$ cat config.mk
export PLATFORM = sky130hd
export DESIGN_NAME = stp_ram
export DESIGN_NICKNAME = d
export VERILOG_FILES = /design/src/hw/rtl/stp_ram.sv
export SDC_FILE = /design/constraint.sdc
export NUM_CORES = 1
export LEC_CHECK = 0
export ABC_AREA = 1
export BUFFER_PORTS_ARGS = -buffer_cell sky130_fd_sc_hd__buf_2
export CORE_AREA = 4 4 119 121
export CTS_CLUSTER_DIAMETER = 80
export DETAILED_ROUTE_END_ITERATION = 8
export DIE_AREA = 0 0 123 125
export HOLD_SLACK_MARGIN = 0.15
export PLACE_DENSITY = 0.64
export SLEW_MARGIN = 20
export SYNTH_ARGS = -nofsm -noshare
export SYNTH_HDL_FRONTEND = slang
export SYNTH_SLANG_ARGS = --single-unit
$ cat constraint.sdc
create_clock -name clock -period 1.7 [get_ports clock]
set_input_delay 0.17 -clock clock [delete_from_list [all_inputs] [get_ports clock]]
set_output_delay 0.17 -clock clock [all_outputs]
set_load 0.01 [all_outputs]
$ cat src/hw/rtl/stp_ram.sv
`timescale 1ns / 1ps
// ----------------------------------------------------------------------------
// stp_ram
// generic single write, single read ram with registered read data
// ----------------------------------------------------------------------------
module stp_ram #(
   parameter int WIDTH = 8,
   parameter int DEPTH = 16
) (
   input  logic                     clock,
   input  logic                     wr_en,
   input  logic [$clog2(DEPTH)-1:0] wr_addr,
   input  logic [WIDTH-1:0]         wr_data,
   input  logic [$clog2(DEPTH)-1:0] rd_addr,
   output logic [WIDTH-1:0]         rd_data
);

   logic [WIDTH-1:0] mem [DEPTH];
   logic [WIDTH-1:0] rd_data_ff;

   always_ff @(posedge clock) begin
      if (wr_en) begin
         mem[wr_addr] <= wr_data;
      end
      rd_data_ff <= mem[rd_addr];
   end

   assign rd_data = rd_data_ff;

endmodule

==> metrics.txt <==
Max Slew Vio Count=0; clock sinks=approximately 140; Sequential Power Share=between 40% and 50%; start point of the critical path=rd_addr[2]; status=complete, no violations; number of vias in the routed layout=roughly 3700; cell area after technology mapping=between 5000 and 6000 um^2; Cell Int Power=roughly 6.0 mW; Starting Density=44.1%; clock latency on the worst-skew pair=between 0.4 and 0.5 ns; Avg Vias per Cell=between 4 and 5; highest attainable clock frequency=just under 700 MHz; count of input and output buffers=25; Post-Route WL=between 10 and 15 mm; final layout net count=611; fraction of power spent switching nets=21.8%; Setup Fix Bufs, Post-CTS=0; Min Clock Period, post-route=about 1.4 ns; Maximum Capacitance Violations=0; post-detail-place hpwl=about 7.6 mm; share of post-route cells with drive strength above 1=12.4%; worst slew margin relative to its limit=about three fifths; number of detailed-routing iterations run before antenna repair=5; ratio of total power to cell area=about 1100 nW/um^2; crit-path max FO=16; Tightest Hold Check Type=input pin to flop; worst-case clock skew=about 0.0075 ns; total clock buffers created by CTS=17; CTS tree=yes; remaining antenna violation count after routing=0; Std-Cell Rows=42; Tcrit/Tclk final=between 80 and 90%; fraction of power consumed by combinational cells=6.0%; maximum number of pins on one net before global-route repair=between 60 and 70; antenna violations before repair=0; first-pass GRT wire length=19.9 mm; core area=about 13000 um^2; via count of the first global-routing pass=about 3700; # diodes=0; actual transition at the worst max-transition pin=0.614 ns; number of distinct standard cells referenced by the synthesized netlist=12; Root Driver=clkbuf_16; number of top-level design ports=26; buffer levels on the longest clock path=2; total negative slack=0 ns; category of the worst setup path capture point=flop; leading cell types in the layout, fill and taps excluded=173 x nand2_1, 128 x edfxtp_1, 100 x inv_1; critical path type=input pin to flop; post-DR wirelength/cell=~16 um; Filler cells=between 1000 and 1500; number of cells upsized or downsized after cts=0; register-to-register path setup slack=between 0.6 and 0.7 ns; Synth warnings=0; count of state elements after synthesis=between 100 and 150; y dimension of the die=~130 um; hold buffer count at cts=2; final weighted congestion of routability-driven global placement=between 0.8 and 0.9; worst-case vdd ir drop=~0.59 mV; worst setup path endpoint=rd_data[7]; count of final setup violators=0; layout overhead on the synthesized area=16.2%; overall overflow remaining after global route=0; Die X-Extent=approximately 120 um; final number of hold-violating endpoints=0; Synthesized Nets=~570; Worst Setup Start Kind=input pin; Clock power frac=45.0%; clock-pin slew on the worst setup and hold paths=0.06 ns; number of DRC violations after detailed-routing iteration 0=about 350; most common library cell in the layout ignoring fill and taps=nand2_1; RSZ-0062 raised after global routing=no; H-tree lvl count=4; area enclosed by the die boundary=15400 um^2; count of cells along the worst register-to-register path=6; net load switching power=around 1.7 mW; cells after synthesis=roughly 550; part of the Yosys area used for sequential elements=between 60% and 70%; leakage power=2.90 nW; WHS=around 0.15 ns; Avg Cell Area, Syn=about 10 um^2; GRT Resource Usage Total=17.4%; worst r2r src=mem[3][7]; reg-to-reg endpoint=rd_data[7]; required time of the critical path=~2.0 ns; post-detailed-route DRC marker count=0; Critical Path AT=1.75 ns
==> layer usage <==
layer  part of all wire, %  global-route usage, %  wire length [um]
met1                    45                   24.1              5680
met4                   2.2                   7.62               272
met3                   6.8                   4.07               852
met5                     0                      0                 0
met2                    46                   26.2              5770
==> registers in the layout, indices dropped and copies added (netlist names) <==
| name | cells |
|---|---|
| rd_data | 8 |
| mem | 128 |
==> final cells by class <==
cell class / instances / area, um^2 / area share, %
Clock buffer: 18 / 429 / 6.40
Clock inverter: 13 / 133 / 1.98
Inverter: 102 / 383 / 5.71
Multi-Input combinational cell: 289 / 1210 / 18.1
Sequential cell: 136 / 4000 / 59.7
Tap cell: 176 / 220 / 3.29
Timing Repair Buffer: 47 / 320 / 4.78
==> cell families after synthesis <==
| logic type | Yosys count | synth area share (%) |
|---|---|---|
| simple gates | 289 | 21.0 |
| buf+inv | 126 | 9.52 |
| flops | 136 | 69.4 |
==> metrics by stage <==
stage          std cells  total power [mW]  cell area, um^2  worst slack, ns  util (%)
6_report             781              7.69             6700            0.261      51.2
2_1_floorplan        551              4.11             5770            0.579         -
4_1_cts              781              7.75             6700            0.261      51.2
5_1_grt              781              7.98             6700            0.120      51.2
3_3_place_gp         748              4.29             6120            0.393      46.8
3_5_place_dp         748              4.30             6120            0.361      46.8
==> critical path: stages <==
cell and delay [ns]:
dlygate4sd3_1 0.54, buf_2 0.17, inv_1 0.41, nand3_1 0.22, nand3_1 0.17, nand2_1 0.07
==> synthesized netlist by cell type (all sizes together) <==
library cell / instances / area share (%)
edfxtp: 128 / 67
buf: 24 / 2.9
nand3: 97 / 8.4
dfxtp: 8 / 2.8
nand2: 173 / 11
nor2: 17 / 1.1
inv: 102 / 6.6
nand3b: 2 / 0.26
==> worst min path at each step <==
stage,start,endpoint,slack [ns],cells after the start
after floorplan,wr_data[0],mem[0][0],0.27,0
after global placement,rd_addr[3],rd_data[7],0.53,3
after detailed placement,rd_addr[3],rd_data[0],0.54,3
after CTS,wr_data[2],mem[2][2],0.16,1
after global routing,wr_data[2],mem[11][2],0.16,1
final,wr_data[2],mem[2][2],0.15,1
==> power by group through the flow <==
stage | clock, mW | combinational, mW | sequential, mW
after floorplan | 0 | 0.264 | 3.85
after global routing | 3.69 | 0.513 | 3.78
final | 3.46 | 0.461 | 3.77
after detailed placement | 0 | 0.459 | 3.84
after CTS | 3.51 | 0.465 | 3.77
after global placement | 0 | 0.449 | 3.84
Power figures use the tool's default switching activity.
