--- src/hw/rtl/stp_pkg.sv ---
`timescale 1ns / 1ps
// ----------------------------------------------------------------------------
// stp_pkg
// shared types and constants of the sorted timer pool
// ----------------------------------------------------------------------------
package stp_pkg;

   localparam int POOL_SIZE = 512;
   localparam int PW        = $clog2(POOL_SIZE);
   localparam int IW        = 9;
   localparam int TW        = 32;
   localparam int BW        = 8;

   localparam logic [TW-1:0] NEVER = 32'hffff_ffff;
   localparam logic [PW-1:0] LAST  = PW'(POOL_SIZE - 1);

   typedef enum logic [1:0] {
      ST_FREE  = 2'd0,
      ST_ALLOC = 2'd1,
      ST_RUN   = 2'd2
   } status_type;

   typedef enum logic [2:0] {
      F_ALLOC     = 3'd0,
      F_FREE      = 3'd1,
      F_INIT      = 3'd2,
      F_SETTIME   = 3'd3,
      F_CANCEL    = 3'd4,
      F_CANCELALL = 3'd5
   } func_type;

   typedef struct packed {
      status_type     status;
      logic           mark;
      logic [BW-1:0]  buffer;
      logic [BW-1:0]  data;
   } meta_type;

   localparam int MW = $bits(meta_type);

   typedef struct packed {
      logic [TW-1:0] a;
      logic [TW-1:0] b;
   } alu_in_type;

   typedef struct packed {
      logic [TW-1:0] sum;
      logic          le;
   } alu_out_type;

endpackage

--- src/hw/rtl/stp_alu.sv ---
`timescale 1ns / 1ps
// ----------------------------------------------------------------------------
// stp_alu
// shared 32-bit adder and unsigned less-or-equal compare
// ----------------------------------------------------------------------------
module stp_alu (
   input  stp_pkg::alu_in_type  alu_in,
   output stp_pkg::alu_out_type alu_out
);
   import stp_pkg::*;

   assign alu_out.sum = alu_in.a + alu_in.b;
   assign alu_out.le  = (alu_in.a <= alu_in.b);

endmodule

--- config.mk ---
export PLATFORM = sky130hd
export DESIGN_NAME = stp_alu
export DESIGN_NICKNAME = d
export VERILOG_FILES = /design/src/hw/rtl/stp_pkg.sv /design/src/hw/rtl/stp_alu.sv
export SDC_FILE = /design/constraint.sdc
export NUM_CORES = 1
export LEC_CHECK = 0
export BUFFER_PORTS_ARGS = -buffer_cell sky130_fd_sc_hd__buf_4
export CAP_MARGIN = 5
export CORE_UTILIZATION = 57
export DETAILED_ROUTE_END_ITERATION = 8
export GPL_TIMING_DRIVEN = 1
export PLACE_DENSITY = 0.92
export RECOVER_POWER = 100
export SYNTH_ARGS = -nofsm -noshare
export SYNTH_HDL_FRONTEND = slang
export SYNTH_SLANG_ARGS = --single-unit
--- constraint.sdc ---
create_clock -name vclk -period 4.61
set_input_delay 0.922 -clock vclk [all_inputs]
set_output_delay 0.922 -clock vclk [all_outputs]
set_load 0.05 [all_outputs]
==> results.toml <==
[placement]
port_buffers = 97
pre_cts_slack_ps = 314
gp_congestion = 0.926
hpwl_mm = 5.95

[critical_path]
path_cells = "buf_4 > inv_1 > ha_1 > nor2_1 > nand2_1 > o221ai_2 > o21ai_0 > o211ai_1 > a21oi_1 > o41ai_1 > xnor2_1 > clkbuf_2"
worstPathMaxFanout = 5
max_stage_delay_ps = 420
critical_path.top_delay_family = "compound AO/OA/AOI/OAI gates"
cp_slowest_cell = "o41ai_1"
crit_cells = 12
path_buf_inv = 3
end_kind = "output pin"
cp_data_arrival_time_ps = 3480
crit_start = "alu_in[3]"
crit_type = "in2out"
startpoint_type = "input port"
required_ps = 3690
critPathCapture = "alu_out[31]"

[pwr]
power_density_nw_per_um2 = 209
swShare_pct = 69.1
vdd_drop_max_mv = 0.135
pwr-share-seq_pct = 0
p_comb_share_pct = 100.0
p_int_uw = 203
power_switching_uw = 454
clkPwrFrac_pct = 0
p_leak_nw = 1.62

[floorplanning]
die_w_um = 68.7
dieArea_um2 = 4720
io_pins = 97
start_util_pct = 61.2
die_h_um = 68.7
std_cell_rows = 23
core_um2 = 4140

[cells_and_area]
seq_cell_count = 0
drive_gt1_share_pct = 22.7
num-fill-cells = 354
synthToLayoutAreaGrowth_pct = 24.2
final_nets = 566
clockBufferCount = 0
regArea_um2 = 0
layout_common_cells = "buf_4, ha_1, inv_1"
antenna_cells = 0
mostFrequentLayoutCell = "buf_4"

[grt]
grt_max_degree = 10
grt_overflow = 0
grt_use_total_pct = 28.4
grt_pass1_wl_mm = 10.7
grt_pass1_vias = 2631
antenna_found_initial = 0

[clock_tree]
cts_hold_buf = 0
cts_setup_buffers = 0
cts_resized = 0

[sta]
rsz0062_at_grt = "false"
final.setup.tns_ps = 0
setup_violations = 0
max_freq_mhz = 227
drv_slew = 0
fin_ws_ps = 211
fin_crit_ps = 4400
worstMarginPinSlew_ps = 612
slew_headroom_pct = 59.4
timing_hold_violations_final = 0
period_share_pct = 95.4

[route]
detail_route.wl_per_cell_um = 14.1
vias = 2842
dr.first_iter.drc_count = 181
ant_nets = 0
vias_per_cell = 5.85
drtPass1Iterations = 4
wl_mm = 6.86
drc_errors = 0

[yosys]
yosysWarningCount = 0
synth_top_area_cell = "ha_1"
synth-seq-area-share_pct = 0
syn_area_um2 = 2540
syn_area_per_cell_um2 = 7.25
ys_types = 56
yosysTopAreaCellShare_pct = 31.1
synth_area_leaders = "ha_1, xnor2_1, a21oi_1"
syn_inst = 350
synth_fp_nets = 478

[job]
maxCapViolations = 0

[run_status]
status = "finished, final reports clean"

[min_path]
hp-class = "in2out"
## metal layers
| layer | GRT usage (%) | vias to the layer above | wire, um |
|---|---|---|---|
| li1 | - | 1403 | - |
| met1 | 34.1 | 1286 | 2820 |
| met2 | 55.1 | 139 | 3450 |
| met3 | 1.32 | 14 | 495 |
| met4 | 5.87 | 0 | 100 |
| met5 | 0 | - | 0 |
## through the flow
stage / power, mW / area, um2 / hold slack (ps) / util (%) / cells
after global placement: 0.680 / 3240 / 2290 / 78.3 / 486
after detailed placement: 0.690 / 3240 / 2290 / 78.3 / 486
after global routing: 0.704 / 3150 / 2380 / 76.1 / 486
final: 0.657 / 3150 / 2370 / 76.1 / 486
after CTS: 0.693 / 3240 / 2290 / 78.3 / 486
after floorplan: 0.494 / 2540 / 2160 / - / 350
## synth_stat cells, types with 4 or more instances
| master | instances |
|---|---|
| a21o_1 | 5 |
| a21oi_1 | 43 |
| ha_1 | 63 |
| inv_1 | 54 |
| inv_2 | 7 |
| nand2_1 | 8 |
| nand4_1 | 10 |
| nor2_1 | 30 |
| nor3_1 | 8 |
| nor4_1 | 4 |
| o21ai_0 | 10 |
| o21bai_1 | 11 |
| o31ai_1 | 9 |
| xnor2_1 | 26 |
## power groups by stage
stage	Clock [mW]	Sequential, mW	Combinational [mW]
finish	0	0	0.657
global route	0	0	0.704
CTS	0	0	0.693
detailed placement	0	0	0.690
global placement	0	0	0.680
floorplan	0	0	0.494
## layout make-up
class / instances / area, um2 / share of cell area [%]
tap: 50 / 62.6 / 1.98
timing repair buffer: 97 / 641 / 20.3
multi-input combinational: 278 / 2220 / 70.4
inverter: 61 / 229 / 7.26
## cells by family (layout without fill, tap and decap cells)
group,after synthesis,in the layout,share of synthesized area [%]
simple gates,71,71,13.7
xor+xnor,29,29,10.0
buf+inv,72,158,12.3
compound gates,114,114,32.2
fa+ha+maj,64,64,31.9
## tightest hold or removal path, delay by kind of cell
kind	cells	cell delay, ps
fa+ha+maj	1	160
buf+inv	2	270
xor+xnor	1	90
## how the worst min path moves through the flow
stage / depth (start not counted) / slack [ps] / to / start
floorplan: 2 / 2160 / alu_out[1] / alu_in[0]
global placement: 3 / 2290 / alu_out[2] / alu_in[33]
detailed placement: 3 / 2290 / alu_out[2] / alu_in[33]
CTS: 3 / 2290 / alu_out[2] / alu_in[33]
global route: 4 / 2380 / alu_out[32] / alu_in[63]
finish: 4 / 2370 / alu_out[32] / alu_in[63]
(Power assumes the default switching activity.)
